<file path="src/smac_pkg.sv">
// ----------------------------------------------------------------------------
// smac_pkg
// Shared types and constants for the stereo mix accumulator.
// ----------------------------------------------------------------------------
`default_nettype none

package smac_pkg;

    localparam int SLOT_W     = 11;
    localparam int SAMPLE_W   = 16;
    localparam int VOL_W      = 8;
    localparam int GAIN_W     = 9;
    localparam int RSL_W      = 5;
    localparam int OUT_W      = 16;
    localparam int CFG_IDX_W  = 2;
    localparam int CFG_DATA_W = 9;

    localparam int DEF_BUFFER_DEPTH = 2048;
    localparam int DEF_ACC_WIDTH    = 32;

    localparam logic [CFG_IDX_W-1:0] CFG_MASTER_GAIN = 2'd0;
    localparam logic [CFG_IDX_W-1:0] CFG_OUT_SIXTEEN = 2'd1;
    localparam logic [CFG_IDX_W-1:0] CFG_OUT_STEREO  = 2'd2;
    localparam logic [CFG_IDX_W-1:0] CFG_RING_LOG2   = 2'd3;

    localparam logic OP_MIX  = 1'b0;
    localparam logic OP_EMIT = 1'b1;

    localparam logic [GAIN_W-1:0] RST_MASTER_GAIN = 9'd179;
    localparam logic [RSL_W-1:0]  RST_RING_LOG2   = 5'd14;
    localparam logic [RSL_W-1:0]  RING_LOG2_MAX   = 5'd16;

    localparam logic [VOL_W-1:0] VOL8_MASK = 8'hF8;
    localparam int               MIX_SHIFT = 8;
    localparam int               OUT_MAX   = 32'sh0000_7fff;
    localparam int               OUT_MIN   = -32'sh0000_8000;

    typedef struct packed {
        logic                       opcode;
        logic [SLOT_W-1:0]          slot;
        logic signed [SAMPLE_W-1:0] sample;
        logic                       is_eight_bit;
        logic [VOL_W-1:0]           left_vol;
        logic [VOL_W-1:0]           right_vol;
    } t_item;

    typedef struct packed {
        logic signed [OUT_W-1:0] left_out;
        logic signed [OUT_W-1:0] right_out;
        logic [OUT_W-1:0]        ring_index;
    } t_result;

    typedef struct packed {
        logic [GAIN_W-1:0] master_gain;
        logic              out_sixteen_bit;
        logic              out_stereo;
        logic [RSL_W-1:0]  ring_size_log2;
    } t_cfg;

endpackage

`default_nettype wire

</file>
<file path="src/smac_term.sv">
// ----------------------------------------------------------------------------
// smac_term
// Two-stage mix term pipeline: sample times volume, then times master gain.
// ----------------------------------------------------------------------------
`default_nettype none

module smac_term
    import smac_pkg::*;
#(
    parameter int ACC_WIDTH = DEF_ACC_WIDTH
) (
    input  wire logic                  i_clk,
    input  wire t_item                 i_item,
    input  wire logic [GAIN_W-1:0]     i_gain,
    output logic [ACC_WIDTH-1:0]       o_term_l,
    output logic [ACC_WIDTH-1:0]       o_term_r
);

    localparam int PV_W = SAMPLE_W + VOL_W;
    localparam int PG_W = PV_W + GAIN_W;
    localparam int EXT_W = PG_W + ACC_WIDTH;

    logic signed [SAMPLE_W-1:0] n_s;
    logic [VOL_W-1:0]           n_vl;
    logic [VOL_W-1:0]           n_vr;
    logic signed [PV_W-1:0]     r_pl;
    logic signed [PV_W-1:0]     r_pr;
    logic                       r_eight;
    logic signed [PG_W-1:0]     n_gl;
    logic signed [PG_W-1:0]     n_gr;
    logic signed [PG_W-1:0]     n_hl;
    logic signed [PG_W-1:0]     n_hr;
    logic signed [EXT_W-1:0]    n_el;
    logic signed [EXT_W-1:0]    n_er;

    always_comb begin
        if (i_item.is_eight_bit) begin
            n_s  = SAMPLE_W'($signed(i_item.sample[7:0]));
            n_vl = i_item.left_vol & VOL8_MASK;
            n_vr = i_item.right_vol & VOL8_MASK;
        end else begin
            n_s  = i_item.sample;
            n_vl = i_item.left_vol;
            n_vr = i_item.right_vol;
        end
    end

    always_ff @(posedge i_clk) begin
        r_pl    <= n_s * $signed({1'b0, n_vl});
        r_pr    <= n_s * $signed({1'b0, n_vr});
        r_eight <= i_item.is_eight_bit;
    end

    always_comb begin
        n_gl = r_pl * $signed({1'b0, i_gain});
        n_gr = r_pr * $signed({1'b0, i_gain});
        n_hl = r_eight ? n_gl : (n_gl >>> MIX_SHIFT);
        n_hr = r_eight ? n_gr : (n_gr >>> MIX_SHIFT);
        n_el = EXT_W'(n_hl);
        n_er = EXT_W'(n_hr);
    end

    always_ff @(posedge i_clk) begin
        o_term_l <= n_el[ACC_WIDTH-1:0];
        o_term_r <= n_er[ACC_WIDTH-1:0];
    end

endmodule

`default_nettype wire

</file>
<file path="config.mk">
export PLATFORM = sky130hd
export DESIGN_NAME = smac_term
export DESIGN_NICKNAME = d
export VERILOG_FILES = /design/src/smac_pkg.sv /design/src/smac_term.sv
export SDC_FILE = /design/constraint.sdc
export NUM_CORES = 2
export LEC_CHECK = 0
export BUFFER_PORTS_ARGS = -buffer_cell sky130_fd_sc_hd__buf_2
export CAP_MARGIN = 20
export CORE_ASPECT_RATIO = 1.75
export CORE_UTILIZATION = 30
export CTS_BUF_LIST = sky130_fd_sc_hd__clkbuf_8
export DETAILED_ROUTE_END_ITERATION = 16
export GPL_TIMING_DRIVEN = 0
export PLACE_DENSITY = 0.54
export SLEW_MARGIN = 10
export SYNTH_ARGS = -nofsm -noshare
export SYNTH_HDL_FRONTEND = slang
export SYNTH_SLANG_ARGS = --single-unit
export TNS_END_PERCENT = 10
</file>
<file path="constraint.sdc">
create_clock -name i_clk -period 13.08 [get_ports i_clk]
set_input_delay 2.616 -clock i_clk [delete_from_list [all_inputs] [get_ports i_clk]]
set_output_delay 2.616 -clock i_clk [all_outputs]
set_load 0.02 [all_outputs]
</file>
# [After elaboration in Yosys (flattened, before gate mapping)]
# Cells that the tools add are included.
[totals] reg_bits=113 latch_bits=0 ramBits=0 rom_bits=0 in_bits=55 output_inout_bits=64 word_cells=14 memories=0
[classes] add_sub_neg=0 multipliers=4 div=0 magnitude_cmp=0 eq_ne=0 n_shift=0 muxes=5 bitwise=0 n_reduce_logical=0
[op_table] cell="$mul A24 B10 Y33" count=2
[op_table] cell="$mux W32" count=2
[op_table] cell="$mul A16 B9 Y24" count=2
[op_table] cell="$mux W16" count=1
[op_table] cell="$mux W3" count=2

# [Depth between registers and ports, before layout]
[depth] ltp_word=2 mapped_depth=23 ltp_nobuf=21

# [Least setup slack after synthesis]
# Ideal clock, no wire load.
[synth_timing] path_type="input to register" start="in i_gain[1]" end="reg o_term_r[24]" setup_time_ps=115 t_arrival_ps=8029 required_time_ps=12965 slack_ps=4936 cell_stages=21 path_buffers=2 path_cell_list="clkbuf_1 -> clkbuf_1 -> nand2_1 -> fa_1 -> inv_1 -> fa_1 -> fa_1 -> fa_1 -> inv_1 -> fa_1 -> inv_1 -> ha_1 -> and3_1 -> nand3_1 -> or4b_1 -> a21oi_2 -> nor2_2 -> a2111o_1 -> a21oi_1 -> nor3b_4 -> a21o_2"
[synth_via] elab_chain_len=2
[synth_lines] item="start, declared" line="smac_term.sv:14" rtl="input wire logic [GAIN_W-1:0] i_gain,"
[synth_lines] item="$mul A24 B10 Y33" line="smac_term.sv:56" rtl="n_gr = r_pr * $signed({1'b0, i_gain});"
[synth_lines] item="$mux W32" line="smac_term.sv:58" rtl="n_hr = r_eight ? n_gr : (n_gr >>> MIX_SHIFT);"
[synth_lines] item="named net n_hr[24]" line="smac_term.sv:32" rtl="logic signed [PG_W-1:0] n_hr;"
[synth_lines] item="end signal, assigned" line="smac_term.sv:65" rtl="o_term_r <= n_er[ACC_WIDTH-1:0];"
[synth_lines] item="end, declared" line="smac_term.sv:16" rtl="output logic [ACC_WIDTH-1:0] o_term_r"
# The timed path passes the listed nets, and every way through them passes these cells.

# [Worst setup path after layout]
[layout_timing] start="in i_gain[5]" end="reg o_term_l[24]"
[layout_via] elab_chain_len=2
[layout_lines] item="$mul A24 B10 Y33" line="smac_term.sv:55" rtl="n_gl = r_pl * $signed({1'b0, i_gain});"
[layout_lines] item="$mux W32" line="smac_term.sv:57" rtl="n_hl = r_eight ? n_gl : (n_gl >>> MIX_SHIFT);"
[layout_lines] item="named net n_hl[24]" line="smac_term.sv:31" rtl="logic signed [PG_W-1:0] n_hl;"
[layout_lines] item="end signal, assigned" line="smac_term.sv:64" rtl="o_term_l <= n_el[ACC_WIDTH-1:0];"
[layout_lines] item="end, declared" line="smac_term.sv:15" rtl="output logic [ACC_WIDTH-1:0] o_term_l,"
# The timed path passes the listed nets, and every way through them passes these cells.

==> out/results.tsv <==
stage	metric	value	unit
global_routing	total global routing overflow	0	
timing	final hold vios	0	
synth	Main synth FF type	dfxtp_1	
synth	Synth top area share	41.3	%
placed_design	hpwl dp	63.1	mm
placed_design	Port Buf Inserts	98	
synth	Syn Inst Count	2982	
floorplanning	Initial Utilization	30.3	%
timing	Final setup viols	0	
clocking	hold_buf cts	0	
setup_path	crit path DAT	9.51	ns
detailed_routing	antenna-violating nets left	0	
global_routing	GRT Util Overall	16.9	%
detailed_routing	DR DRC count	0	
floorplanning	Core Box Area	0.0881	mm²
timing	max-slew violations	0	
clocking	total CTS buffers	17	
setup_path	Critical Path RT	13.54	ns
timing	fmax	0.110	GHz
floorplanning	Site Rows	144	
clocking	Clk pin slew, worst setup/hold paths	0.08	ns
clocking	# H-tree levels	4	
layout	area grow syn2layout	9.08	%
layout	Fillers	9313	
clocking	PostCTS Resize Cnt	0	
timing	unrepaired setup endpoints after global routing	no	
setup_path	Max Fanout on Critical Path	10	
global_routing	largest net degree at the start of global routing	17	
job	Max Cap Viol	0	
global_routing	first-pass GRT wire length	116	mm
floorplanning	io pins	119	
clocking	clock root buffer	clkbuf_8	
worst_hold_path	Hold/Removal Path Class	reg -> reg	
clocking	Max Buffers Root-to-Sink	2	
global_routing	vias in the first global route	21500	
synth	EDFF count, synth	0	
setup_path	CP Class	in -> reg	
timing	worst-margin pin slew	1.12	ns
timing	fin crit period	9.05	ns
timing	Post-Route Setup TNS	0	ns
floorplanning	Die Wd	227	µm
global_routing	initial antenna violation count	10	
layout	Util after Layout	33.0	%
clocking	post-CTS setup buffer count	0	
floorplanning	chip height	396	µm
detailed_routing	DR iter-0 viols	818	
timing	worst rel slew slack	25.1	%
run_status	outcome	finished clean	
clocking	Clock Latency Late Sink	0.51	ns
synth	syn avg cell area	8.94	µm²
detailed_routing	DR WL/cell	16.8	µm
synth	Synth area leaders	fa_1 41%, ha_1 11%, inv_1 9.2%, dfxtp_1 8.5%, and2_1 7.3%	
synth	top-count cell post-synth	inv_1	
synth	Post-Syn Area	0.0267	mm²
layout	final net count	3939	
synth	ys async rst share	0	%
detailed_routing	via count	19400	
timing	hold_ws	0.686	ns
placed_design	GPL Wtd Cong	0.868	
synth	commonest cells in the netlist	656 x inv_1, 550 x fa_1, 376 x nand2_1	
setup_path	Crit. End Element	flop	
timing	final period utilization	69.2	%
synth	YS warnings	0	
synth	post-synthesis sequential area ratio	8.48	%
synth	FF+latch count, synth	113	
synth	Synth area leader	fa_1	
detailed_routing	DRT Pass-1 Iters	5	
clocking	CTS tree	yes	
detailed_routing	final wirelength	71.9	mm
synth	Yosys cell types	62	
detailed_routing	vias per cell	4.54	
clocking	CTS sink cnt	113	
timing	clk_skew	0.0132	ns
synth	syn nets	3821	
floorplanning	Die Area	0.0901	mm²
setup_path	startpoint types	input port	
layout	share of layout cells above drive strength 1	5.75	%
-- worst max-delay path, stage by stage --
cell and delay, ns:
clkbuf_1 0.58, clkbuf_1 0.72, nand2_1 0.16, fa_1 0.53
fa_1 0.54, inv_1 0.06, fa_1 0.46, fa_1 0.50
inv_1 0.05, fa_1 0.47, inv_1 0.04, ha_1 0.32
a21oi_1 0.17, nor2_1 0.06, o41ai_1 0.44, a31oi_1 0.28
a21oi_1 0.46, a21oi_1 0.22, o211ai_1 0.64, a21o_1 0.16
-- per-layer routing --
layer / GRT usage [%] / share of wire, % / up-vias
li1: - / - / 9166
met1: 17.8 / 37 / 9743
met2: 32.0 / 55 / 348
met3: 2.16 / 3.7 / 150
met4: 8.74 / 4.9 / 18
met5: 0 / 0.14 / -
-- placed cells by master, fill, tap and decap left out, drive strengths merged, types with 3 or more instances in the layout --
cell type,n
a2111oi,3
and3,4
or2,5
o31a,4
dfxtp,113
nand2,376
o21a,18
fa,550
a21oi,73
buf,105
o41ai,4
and2,311
a21o,45
clkinv,6
mux2,24
nor3,17
o21ai,60
bufinv,5
o211ai,8
a21boi,5
xor2,26
or3,6
o311ai,3
o21bai,7
nand3,20
a211oi,16
nor2b,85
inv,659
nand2b,9
nor2,73
o31ai,9
clkbuf,120
xnor2,79
ha,234
a31oi,7
-- area by class of cell --
class | instances | area [µm²] | area share [%]
multi-input combinational | 2104 | 21500 | 74.0
inverter | 657 | 2470 | 8.48
sequential | 113 | 2260 | 7.78
tap | 1168 | 1460 | 5.02
timing repair buffer | 99 | 498 | 1.71
buffer | 108 | 425 | 1.46
clock buffer | 18 | 248 | 0.852
clock inverter | 14 | 211 | 0.727
antenna | 1 | 2.50 | 0.00860
-- cell families (layout without fill, tap and decap cells) --
group | after synthesis | after routing | share of synthesized area, %
and+or+nand+nor | 915 | 915 | 17.2
muxes | 26 | 26 | 1.09
DFF | 113 | 113 | 8.48
adders and majority gates | 784 | 784 | 52.3
AOI/OAI and AO/OA | 274 | 274 | 6.68
other | 0 | 1 | 0
xor gates and xnor gates | 105 | 105 | 3.45
buffers and inverters | 765 | 896 | 10.8
-- state kept, by name (all words and copies together) (netlist names) --
| register | cells |
|---|---|
| r_eight | 1 |
| r_pr | 24 |
| o_term_l | 32 |
| o_term_r | 32 |
| r_pl | 24 |
-- through the flow --
| step | cells | cell area, µm² | setup WS (ns) |
|---|---|---|---|
| after floorplan | 2982 | 26700 | 4.94 |
| after global placement | 4248 | 28600 | 3.43 |
| after detailed placement | 4248 | 28600 | 3.49 |
| after CTS | 4280 | 29100 | 4.05 |
| after global routing | 4282 | 29100 | 3.62 |
| final | 4282 | 29100 | 4.03 |
-- path summary, 6_finish.rpt --
kind / startpoint / to / slack [ns] / cells after the start
worst max-delay path: i_gain[5] / o_term_l[24]$_DFF_P_ / 4.03 / 20
worst min-delay path: r_pl[0]$_DFF_P_ / o_term_l[0]$_DFF_P_ / 0.69 / 2
worst max register to register: r_pl[8]$_DFF_P_ / o_term_l[24]$_DFF_P_ / 6.71 / 19
worst min register to register: r_pl[0]$_DFF_P_ / o_term_l[0]$_DFF_P_ / 0.69 / 2
Power is not shown: default switching activity piles up to over one toggle a cycle in this logic, so the estimate is an artifact.
