**src/smac_pkg.sv**
```systemverilog
// ----------------------------------------------------------------------------
// smac_pkg
// Shared types and constants for the stereo mix accumulator.
// ----------------------------------------------------------------------------
`default_nettype none

package smac_pkg;

    localparam int SLOT_W     = 11;
    localparam int SAMPLE_W   = 16;
    localparam int VOL_W      = 8;
    localparam int GAIN_W     = 9;
    localparam int RSL_W      = 5;
    localparam int OUT_W      = 16;
    localparam int CFG_IDX_W  = 2;
    localparam int CFG_DATA_W = 9;

    localparam int DEF_BUFFER_DEPTH = 2048;
    localparam int DEF_ACC_WIDTH    = 32;

    localparam logic [CFG_IDX_W-1:0] CFG_MASTER_GAIN = 2'd0;
    localparam logic [CFG_IDX_W-1:0] CFG_OUT_SIXTEEN = 2'd1;
    localparam logic [CFG_IDX_W-1:0] CFG_OUT_STEREO  = 2'd2;
    localparam logic [CFG_IDX_W-1:0] CFG_RING_LOG2   = 2'd3;

    localparam logic OP_MIX  = 1'b0;
    localparam logic OP_EMIT = 1'b1;

    localparam logic [GAIN_W-1:0] RST_MASTER_GAIN = 9'd179;
    localparam logic [RSL_W-1:0]  RST_RING_LOG2   = 5'd14;
    localparam logic [RSL_W-1:0]  RING_LOG2_MAX   = 5'd16;

    localparam logic [VOL_W-1:0] VOL8_MASK = 8'hF8;
    localparam int               MIX_SHIFT = 8;
    localparam int               OUT_MAX   = 32'sh0000_7fff;
    localparam int               OUT_MIN   = -32'sh0000_8000;

    typedef struct packed {
        logic                       opcode;
        logic [SLOT_W-1:0]          slot;
        logic signed [SAMPLE_W-1:0] sample;
        logic                       is_eight_bit;
        logic [VOL_W-1:0]           left_vol;
        logic [VOL_W-1:0]           right_vol;
    } t_item;

    typedef struct packed {
        logic signed [OUT_W-1:0] left_out;
        logic signed [OUT_W-1:0] right_out;
        logic [OUT_W-1:0]        ring_index;
    } t_result;

    typedef struct packed {
        logic [GAIN_W-1:0] master_gain;
        logic              out_sixteen_bit;
        logic              out_stereo;
        logic [RSL_W-1:0]  ring_size_log2;
    } t_cfg;

endpackage

`default_nettype wire

```
**src/smac_emit.sv**
```systemverilog
// ----------------------------------------------------------------------------
// smac_emit
// Output formatter: shift, saturate, format, ring index and result register.
// ----------------------------------------------------------------------------
`default_nettype none

module smac_emit
    import smac_pkg::*;
#(
    parameter int ACC_WIDTH = DEF_ACC_WIDTH
) (
    input  wire logic                 i_clk,
    input  wire logic                 i_rst_n,
    input  wire logic                 i_fire,
    input  wire logic [ACC_WIDTH-1:0] i_acc_l,
    input  wire logic [ACC_WIDTH-1:0] i_acc_r,
    input  wire t_cfg                 i_cfg,
    output logic                      o_valid,
    output t_result                   o_result
);

    localparam int V_W = ACC_WIDTH - MIX_SHIFT;

    logic [OUT_W-1:0] r_frame;
    logic [RSL_W-1:0] n_lg;
    logic [OUT_W:0]   n_mask;
    logic [OUT_W-1:0] n_pos;
    t_result          n_result;

    function automatic logic [OUT_W-1:0] fmt(input logic [ACC_WIDTH-1:0] acc,
                                             input logic sixteen);
        logic signed [V_W-1:0] v;
        int                    vi;
        logic [OUT_W-1:0]      s;
        v  = $signed(acc[ACC_WIDTH-1:MIX_SHIFT]);
        vi = int'(v);
        if (vi > OUT_MAX) begin
            s = OUT_W'(OUT_MAX);
        end else if (vi < OUT_MIN) begin
            s = OUT_W'(OUT_MIN);
        end else begin
            s = OUT_W'(vi);
        end
        if (sixteen) begin
            return s;
        end
        return {8'h00, ~s[15], s[14:8]};
    endfunction

    always_comb begin
        n_lg   = (i_cfg.ring_size_log2 > RING_LOG2_MAX) ? RING_LOG2_MAX
                                                        : i_cfg.ring_size_log2;
        n_mask = ((OUT_W+1)'(1) << n_lg) - (OUT_W+1)'(1);
        n_pos  = i_cfg.out_stereo ? {r_frame[OUT_W-2:0], 1'b0} : r_frame;
        n_result.left_out   = fmt(i_acc_l, i_cfg.out_sixteen_bit);
        n_result.right_out  = i_cfg.out_stereo ? fmt(i_acc_r, i_cfg.out_sixteen_bit)
                                               : '0;
        n_result.ring_index = n_pos & n_mask[OUT_W-1:0];
    end

    always_ff @(posedge i_clk) begin
        if (!i_rst_n) begin
            o_valid <= 1'b0;
            r_frame <= '0;
        end else begin
            o_valid <= i_fire;
            if (i_fire) begin
                r_frame <= r_frame + OUT_W'(1);
            end
        end
    end

    always_ff @(posedge i_clk) begin
        if (i_fire) begin
            o_result <= n_result;
        end
    end

endmodule

`default_nettype wire
```
**config.mk**
```make
export PLATFORM = sky130hd
export DESIGN_NAME = smac_emit
export DESIGN_NICKNAME = d
export VERILOG_FILES = /design/src/smac_pkg.sv /design/src/smac_emit.sv
export SDC_FILE = /design/constraint.sdc
export NUM_CORES = 1
export LEC_CHECK = 0
export BUFFER_PORTS_ARGS = -buffer_cell sky130_fd_sc_hd__buf_2
export CAP_MARGIN = 20
export CELL_PAD_IN_SITES_DETAIL_PLACEMENT = 0
export CELL_PAD_IN_SITES_GLOBAL_PLACEMENT = 2
export CORE_AREA = 3 3 109 111
export CTS_CLUSTER_SIZE = 14
export DETAILED_ROUTE_END_ITERATION = 8
export DIE_AREA = 0 0 112 114
export PLACE_DENSITY_LB_ADDON = 0.05
export SYNTH_ARGS = -nofsm -noshare
export SYNTH_HDL_FRONTEND = slang
export SYNTH_SLANG_ARGS = --single-unit
```
**constraint.sdc**
```tcl
create_clock -name i_clk -period 2 [get_ports i_clk]
set_input_delay 0.2 -clock i_clk [delete_from_list [all_inputs] [get_ports i_clk]]
set_output_delay 0.2 -clock i_clk [all_outputs]
set_load 0.01 [all_outputs]
```
Yosys cells after proc, flatten, opt, wreduce, memory -nomap -nowiden
Cells that the tools add are included.
{"block": "totals", "elab_cells": 30, "ff_bits": 65, "in_bits": 83}
{"block": "classes", "n_reduce_logical": 1, "n_mux": 11, "n_addsub": 2, "bitwise": 3, "shifts": 1, "magnitude_cmp": 5}
{"cell": "16-bit two-way mux", "n": 7}
{"cell": "24-bit by 16-bit > comparator with 1-bit output, second input constant", "n": 2}
{"cell": "24-bit by 16-bit < comparator with 1-bit output, second input constant", "n": 2}
{"cell": "16-bit by 1-bit adder with 16-bit output, second input constant", "n": 1}
{"cell": "16-bit AND", "n": 1}
{"cell": "8-bit two-way mux", "n": 2}
{"cell": "1-bit by 5-bit << shifter with 16-bit output, first input constant", "n": 1}
{"cell": "16-bit by 2-bit subtractor with 16-bit output, second input constant", "n": 1}
{"cell": "5-bit > comparator, second input constant", "n": 1}
{"cell": "5-bit two-way mux", "n": 1}
{"cell": "1-bit inverter", "n": 2}
{"cell": "2-bit AND reduction", "n": 1}
{"cell": "1-bit two-way mux", "n": 1}

Depth between registers and ports, before layout
Gate-level depths: netlist of the first run.
{"block": "logic_depth", "depth_word": 5, "ltp_mapped": 8, "depth_no_buf": 7}

Worst setup path before layout of the first run
OpenSTA, ideal clock, no wires.
{"block": "synth_path", "path_kind": "input-to-reg", "from": "in i_cfg[4] (netlist name)", "to": "reg o_result[4] (netlist name), data pin", "path_stages": 8, "arrival_time_ns": 1.557, "setup_slack_ns": 0.185, "setup_time_ns": 0.257, "t_required_ns": 1.743, "path_cell_list": "clkbuf_1 > nor3_1 > nand3b_1 > ha_1 > clkbuf_1 > mux2_2 > a22oi_1 > nor2_1"}
{"element": "start, declared", "line_no": "smac_emit.sv:17", "rtl": "input wire t_cfg i_cfg,"}
{"element": "end signal, assigned", "line_no": "smac_emit.sv:75", "rtl": "o_result <= n_result;"}
{"element": "end, declared", "line_no": "smac_emit.sv:19", "rtl": "output t_result o_result"}

Worst setup path in the final report of the first run
{"block": "layout_path", "from": "reg r_frame[2]", "to": "reg r_frame[13]"}
{"block": "layout_between", "elab_chain_len": 1}
{"element": "start, declared", "line_no": "smac_emit.sv:24", "rtl": "logic [OUT_W-1:0] r_frame;"}
{"element": "start signal, assigned", "line_no": "smac_emit.sv:68", "rtl": "r_frame <= r_frame + OUT_W'(1);"}
{"element": "16-bit by 1-bit adder with 16-bit output", "line_no": "smac_emit.sv:68"}
No other way between the ends.
A chain may end at the register's enable or synchronous reset.

==> summary.md, run 1 <==
| Metric | Value |
|---|---|
| Count of inserted antenna diode cells | `0` |
| Count of instances resized after the clock tree is built | `0` |
| Antenna violation net count after detailed routing | `0` |
| Aggregate global-route resource usage | `0.1314` |
| Worst max-slew margin expressed relative to the limit | `0.4838` |
| Synthesized cell area | `3167 µm²` |
| DR vias/cell | `4.576` |
| RD Place Congestion | `0.7549` |
| Max-cap violations | `0` |
| Setup repair after global routing missed its margin | `false` |
| Startpoint Class | `register` |
| Grt ovf | `0` |
| Initial cell density of the core | `0.2909` |
| Total number of vias | `about 2500` |
| Buffer count from post-CTS setup fixing | `0` |
| First-iteration detailed-routing DRC count | `between 90 and 100` |
| Number of global-route vias before repair | `~2500` |
| Die Y | `between 100 and 150 µm` |
| Placeable Area | `around 11000 µm²` |
| Path type of the worst setup path | `reg -> reg` |
| Setup total negative slack | `0 ps` |
| Area growth syn-to-layout | `28.45%` |
| Async SR Flop Fraction | `0` |
| Largest fanout on the critical path | `7` |
| Setup crit end kind | `register` |
| Pin count of the biggest net entering global routing | `52` |
| Clock skew | `11.51 ps` |
| TritonCTS buffer count | `9` |
| Final-report max-slew violation count | `0` |
| Total leakage power | `approximately 1.7 nW` |
| Worst-skew pair later-pin latency | `330 ps` |
| Routed wirelength normalized by instance count | `around 15 µm` |
| Synth Register Bits | `between 60 and 70` |
| Main synth FF type | `sky130_fd_sc_hd__edfxtp_1` |
| Clock transition at path regs | `~70 ps` |
| Floorplan row count | `38` |
| Setup violations, final | `0` |
| Placement Setup Slack | `92.00 ps` |
| Number of clock sinks seen by CTS | `65` |
| Total Routed Length | `around 8100 µm` |
| TritonCTS clock tree | `done` |
| Number of warning messages in the yosys log | `0` |
| Final total power | `between 2 and 3 mW` |
| Remaining DRCs | `0` |
| Post-Route Hold Slack | `roughly 180 ps` |
| Transition time at the pin with the least slew margin | `a little under 800 ps` |
| Most common cell after layout, fill and taps aside | `sky130_fd_sc_hd__buf_2` |
| IO buf count | `around 110` |
| 1st-pass router iterations | `4` |
| Clock Root Buffer | `sky130_fd_sc_hd__clkbuf_8` |
| Mapped Avg Cell Area | `roughly 11 µm²` |
| Fraction of the cycle the final worst path needs | `0.8544` |
| Final HPWL from detailed placement | `5902 µm` |
| Fraction of final layout cells with drive strength greater than 1 | `0.3317` |
| Cell count after synthesis | `290` |
| Horiz. Die Dim | `112 µm` |
| Synth Net Count | `375` |
| Initial antenna violation count | `0` |
| Number of I/O pins | `132` |
| Final critical-path setup slack | `~290 ps` |
| Hold violation total from the final report | `0` |
| Count of nets after finishing | `between 400 and 500` |
| Power density over cell area | `slightly below 700 nW/µm²` |
| Highest attainable clock frequency | `585.2 MHz` |
| Wire length of the first global-routing pass | `approximately 13000 µm` |
| Post-route minimum period | `approximately 1700 ps` |
| Arrival time worst endpoint | `a little under 2000 ps` |
| Worst vdd rail ir drop | `slightly above 300 µV` |
| Number of synthesized flops with an enable pin | `between 40 and 50` |
| Hold-fix buffers at CTS | `0` |
| Outcome | `finished, final reports clean` |
| Class of the tightest hold or removal check | `in -> reg` |
| Most frequent cells in the layout | `sky130_fd_sc_hd__buf_2, sky130_fd_sc_hd__edfxtp_1, sky130_fd_sc_hd__nor2_1` |
| Die ar. | `about 13000 µm²` |
| Maximum clock insertion buffer count | `2` |
| Depth of the CTS H-tree | `3` |
| Share of the yosys chip area belonging to registers | `0.5626` |
| Post-synth cell types | `42` |
| Worst EP required | `roughly 2300 ps` |
==> metrics by stage <==
step / util / instance area (µm²) / std cells
floorplan: - / 3167 / 290
global placement: 0.3597 / 3916 / 535
detailed placement: 0.3597 / 3916 / 535
CTS: 0.3736 / 4068 / 550
global route: 0.3736 / 4068 / 550
finish: 0.3736 / 4068 / 550
==> registers in the layout, summed over array words and instances, names as in the netlist <==
| name | count |
|---|---|
| o_result | 48 |
| o_valid | 1 |
| r_frame | 16 |
==> synth_stat cells (all sizes together), types with 3 or more instances <==
library cell / count / area share
nand2: 11 / 0.013
nand4: 9 / 0.023
a21o: 3 / 0.0071
dfxtp: 17 / 0.11
edfxtp: 48 / 0.46
o21ai: 10 / 0.016
nor4: 9 / 0.018
mux2i: 30 / 0.095
nor3: 4 / 0.0063
a21oi: 25 / 0.040
inv: 4 / 0.0047
buf: 5 / 0.0071
xnor2: 11 / 0.030
nor2: 42 / 0.050
clkbuf: 10 / 0.012
and2: 15 / 0.030
nand2b: 3 / 0.0059
nor2b: 3 / 0.0059
nand3: 7 / 0.011
==> final timing paths <==
path	end	startpoint	slack (ps)	depth (start not counted)
setup / recovery	r_frame[13]	r_frame[2]	290	4
hold / removal	o_result[28]	i_acc_r[20]	180	3
setup reg to reg	r_frame[13]	r_frame[2]	290	4
hold reg to reg	r_frame[15]	r_frame[15]	470	2
==> area by class of cell <==
cell class,count,area (µm²)
Clock buffer,10,127.6
Clock inverter,5,23.77
Fill cell,1131,6820
Inverter,4,15.01
Multi-Input combinational cell,206,1309
Sequential cell,65,1782
Tap cell,140,175.2
Timing Repair Buffer,120,635.6
==> power by group <==
part | internal, mW | switching, mW | leakage, nW
logic | 0.157 | 0.213 | 1.04
registers | 1.53 | 0.0223 | 0.606
clock network | 0.429 | 0.481 | 0.0746
==> cell families after synthesis <==
family | synth area share
AOI/OAI and AO/OA | 0.08377
adders and majority gates | 0.007901
and+or+nand+nor | 0.1873
DFF | 0.5626
xor gates and xnor gates | 0.03595
muxes | 0.09838
buffers and inverters | 0.02410
==> critical path: stages (launching register included) <==
cell	delay, ps
sky130_fd_sc_hd__dfxtp_1	450
sky130_fd_sc_hd__nand4_1	240
sky130_fd_sc_hd__or4_4	500
sky130_fd_sc_hd__or3_1	320
sky130_fd_sc_hd__a21boi_1	140
==> per-layer routing <==
metal / global-route usage / wire length [µm] / vias up
li1: - / - / 1286
met2: 0.2094 / 3849 / 74
met3: 0.03448 / 562 / 4
met5: 0 / 0 / -
met4: 0.04808 / 59 / 0
met1: 0.1733 / 3588 / 1153
Power figures use the tool's default switching activity.
==> inputs of run 2 (changes only) <==
--- a/config.mk
+++ b/config.mk
@@ -10,6 +10,7 @@
 export CELL_PAD_IN_SITES_DETAIL_PLACEMENT = 0
 export CELL_PAD_IN_SITES_GLOBAL_PLACEMENT = 2
 export CORE_AREA = 3 3 109 111
+export CTS_BUF_LIST = sky130_fd_sc_hd__clkbuf_4 sky130_fd_sc_hd__clkbuf_8 sky130_fd_sc_hd__clkbuf_16
 export CTS_CLUSTER_SIZE = 14
 export DETAILED_ROUTE_END_ITERATION = 8
 export DIE_AREA = 0 0 112 114
==> constraint.sdc (replaced) <==
create_clock -name i_clk -period 1.67 [get_ports i_clk]
set_input_delay 0.167 -clock i_clk [delete_from_list [all_inputs] [get_ports i_clk]]
set_output_delay 0.167 -clock i_clk [all_outputs]
set_load 0.01 [all_outputs]
==> run 2 against run 1 <==
Compared with the run above: worst setup slack lost 180 ps; utilization rose by 2.0 points; via count increased by 1.7%; routed wire length increased by 3.6%; hold slack worse by 37 ps; clock power rose by 80%.
==> summary.md, run 2 (synthesis gave the netlist of run 1 again) <==
| Metric | Value |
|---|---|
| Outcome | `finished, final reports clean` |
| Worst-skew pair later-pin latency | `340 ps` |
| Area growth syn-to-layout | `35.28%` |
| Power density over cell area | `~900 nW/µm²` |
| GR met3 Demand/Resource | `0.03289` |
| Number of clock sinks seen by CTS | `65` |
| Worst max-slew margin expressed relative to the limit | `0.5879` |
| Total Routed Length | `8350 µm` |
| Number of I/O pins | `approximately 130` |
| Met1 global-route usage | `0.1762` |
| Top reg by flops | `o_result` |
| Setup repair after global routing missed its margin | `false` |
| Clock transition at path regs | `about 80 ps` |
| Grt ovf | `0` |
| Fraction of final layout cells with drive strength greater than 1 | `0.3788` |
| Count of inserted antenna diode cells | `0` |
| RD Place Congestion | `between 0.7 and 0.8` |
| Worst EP required | `between 1500 and 2000 ps` |
| Setup crit end kind | `register` |
| Die Y | `~110 µm` |
| Depth of the CTS H-tree | `3` |
| Layer carrying the most global-route usage | `met2` |
| DR vias/cell | `around 4.5` |
| Path type of the worst setup path | `reg -> reg` |
| Class of the tightest hold or removal check | `in -> reg` |
| Buffer count from post-CTS setup fixing | `0` |
| Maximum clock insertion buffer count | `2` |
| Registers with the most flip-flops | `o_result x48, r_frame x16, o_valid x1` |
| Util after Layout | `0.3935` |
| Cell chain of the critical path | `nand4_4 -> or4_4 -> or3_1 -> a21boi_1` |
| Cell at the slowest stage of the critical path | `sky130_fd_sc_hd__or4_4` |
| Clock skew | `between 8 and 9 ps` |
| Aggregate global-route resource usage | `0.1330` |
| Die ar. | `between 10000 and 15000 µm²` |
| Count of nets after finishing | `about 510` |
| CP top delay family | `simple AND/OR/NAND/NOR gates` |
| Final-report max-slew violation count | `0` |
| Placeable Area | `10890 µm²` |
| Initial cell density of the core | `0.2909` |
| 1st-pass router iterations | `4` |
| Antenna violation net count after detailed routing | `0` |
| Wire length of the first global-routing pass | `approximately 13000 µm` |
| Max-cap violations | `0` |
| Total number of vias | `about 2600` |
| Worst vdd rail ir drop | `just over 400 µV` |
| Largest fanout on the critical path | `4` |
| Hold-fix buffers at CTS | `0` |
| TritonCTS buffer count | `9` |
| Most frequent cells in the layout | `sky130_fd_sc_hd__buf_2, sky130_fd_sc_hd__edfxtp_1, sky130_fd_sc_hd__nor2_1` |
| Count of instances resized after the clock tree is built | `0` |
| Pin count of the biggest net entering global routing | `35` |
| Flip-flop count of the largest register after layout | `48` |
| Floorplan row count | `38` |
| Horiz. Die Dim | `between 100 and 150 µm` |
| Number of buffers and inverters on the critical path | `0` |
| TritonCTS clock tree | `done` |
| Clock Root Buffer | `sky130_fd_sc_hd__clkbuf_8` |
| Initial antenna violation count | `0` |
| Arrival time worst endpoint | `1830 ps` |
| Startpoint Class | `register` |
| Most common cell after layout, fill and taps aside | `sky130_fd_sc_hd__buf_2` |
| Fraction of the cycle the final worst path needs | `0.9316` |
| Final total power | `just under 4 mW` |
| Number of global-route vias before repair | `2524` |
| Post-route minimum period | `roughly 1600 ps` |
| Transition time at the pin with the least slew margin | `between 600 and 700 ps` |
| Total leakage power | `about 1.8 nW` |
| Remaining DRCs | `0` |
| IO buf count | `approximately 110` |
| Reg-to-reg slack, setup | `110 ps` |
| Fillcell total | `between 1000 and 1500` |
| Routed wirelength normalized by instance count | `14.78 µm` |
| Slowest Stage Delay on Critical Path | `roughly 560 ps` |
| Final HPWL from detailed placement | `about 6300 µm` |
| Met2 Usage GRT | `0.2102` |
| Highest attainable clock frequency | `approximately 640 MHz` |
| Setup violations, final | `0` |
| Hold violation total from the final report | `0` |
| First-iteration detailed-routing DRC count | `between 80 and 90` |
-- run 2: changes by cell type in the layout (fill, tap and decap cells not counted), sizes merged --
| cell | previous run | this run |
|---|---|---|
| buf | 120 | 134 |
| clkinv | 4 | 3 |
| clkbuf | 10 | 9 |
| bufinv | 0 | 3 |
-- run 2: worst reg2reg max path: stages, from the launching register on --
cell	delay (ps)
sky130_fd_sc_hd__dfxtp_1	380
sky130_fd_sc_hd__nand4_4	90
sky130_fd_sc_hd__or4_4	560
sky130_fd_sc_hd__or3_1	320
sky130_fd_sc_hd__a21boi_1	140
-- run 2: power by group --
group | internal [mW] | switching [mW] | leakage (nW)
logic | 0.203 | 0.264 | 1.11
registers | 1.83 | 0.0240 | 0.609
clock network | 0.992 | 0.646 | 0.117
total | 3.02 | 0.935 | 1.84
-- run 2: cell type report --
type	count	area [µm²]	share of cell area
sequential	65	1788	0.4173
multi-input combinational	206	1323	0.3087
timing repair buffer	134	740.7	0.1729
tap	140	175.2	0.04089
clock buffer	9	123.9	0.02891
clock inverter	7	118.9	0.02775
inverter	4	15.01	0.003505
-- run 2: metal layers --
layer	vias to the layer above	share of wire	routed length [µm]
met1	1149	0.47	3936
li1	1322	-	-
met4	0	0.016	130
met3	11	0.058	483
met2	77	0.46	3800
met5	-	0	0
-- run 2: metrics by stage --
stage	hold WS [ps]	instances	setup WS, ps	setup TNS (ps)	instance area (µm²)
after global placement	479.5	549	-41.17	-41.17	4035
after floorplan	279.5	290	13.24	0	3194
final	142.0	565	114.3	0	4284
after detailed placement	484.8	549	-82.69	-87.46	4035
after global routing	138.3	565	2.872	0	4284
after CTS	119.8	565	65.37	0	4278
-- run 2: final timing paths --
kind / from / end / depth (start not counted)
min reg2reg: r_frame[15] / r_frame[15] / 2
min: i_acc_r[18] / o_result[26] / 3
max: r_frame[3] / r_frame[13] / 4
max reg2reg: r_frame[3] / r_frame[13] / 4
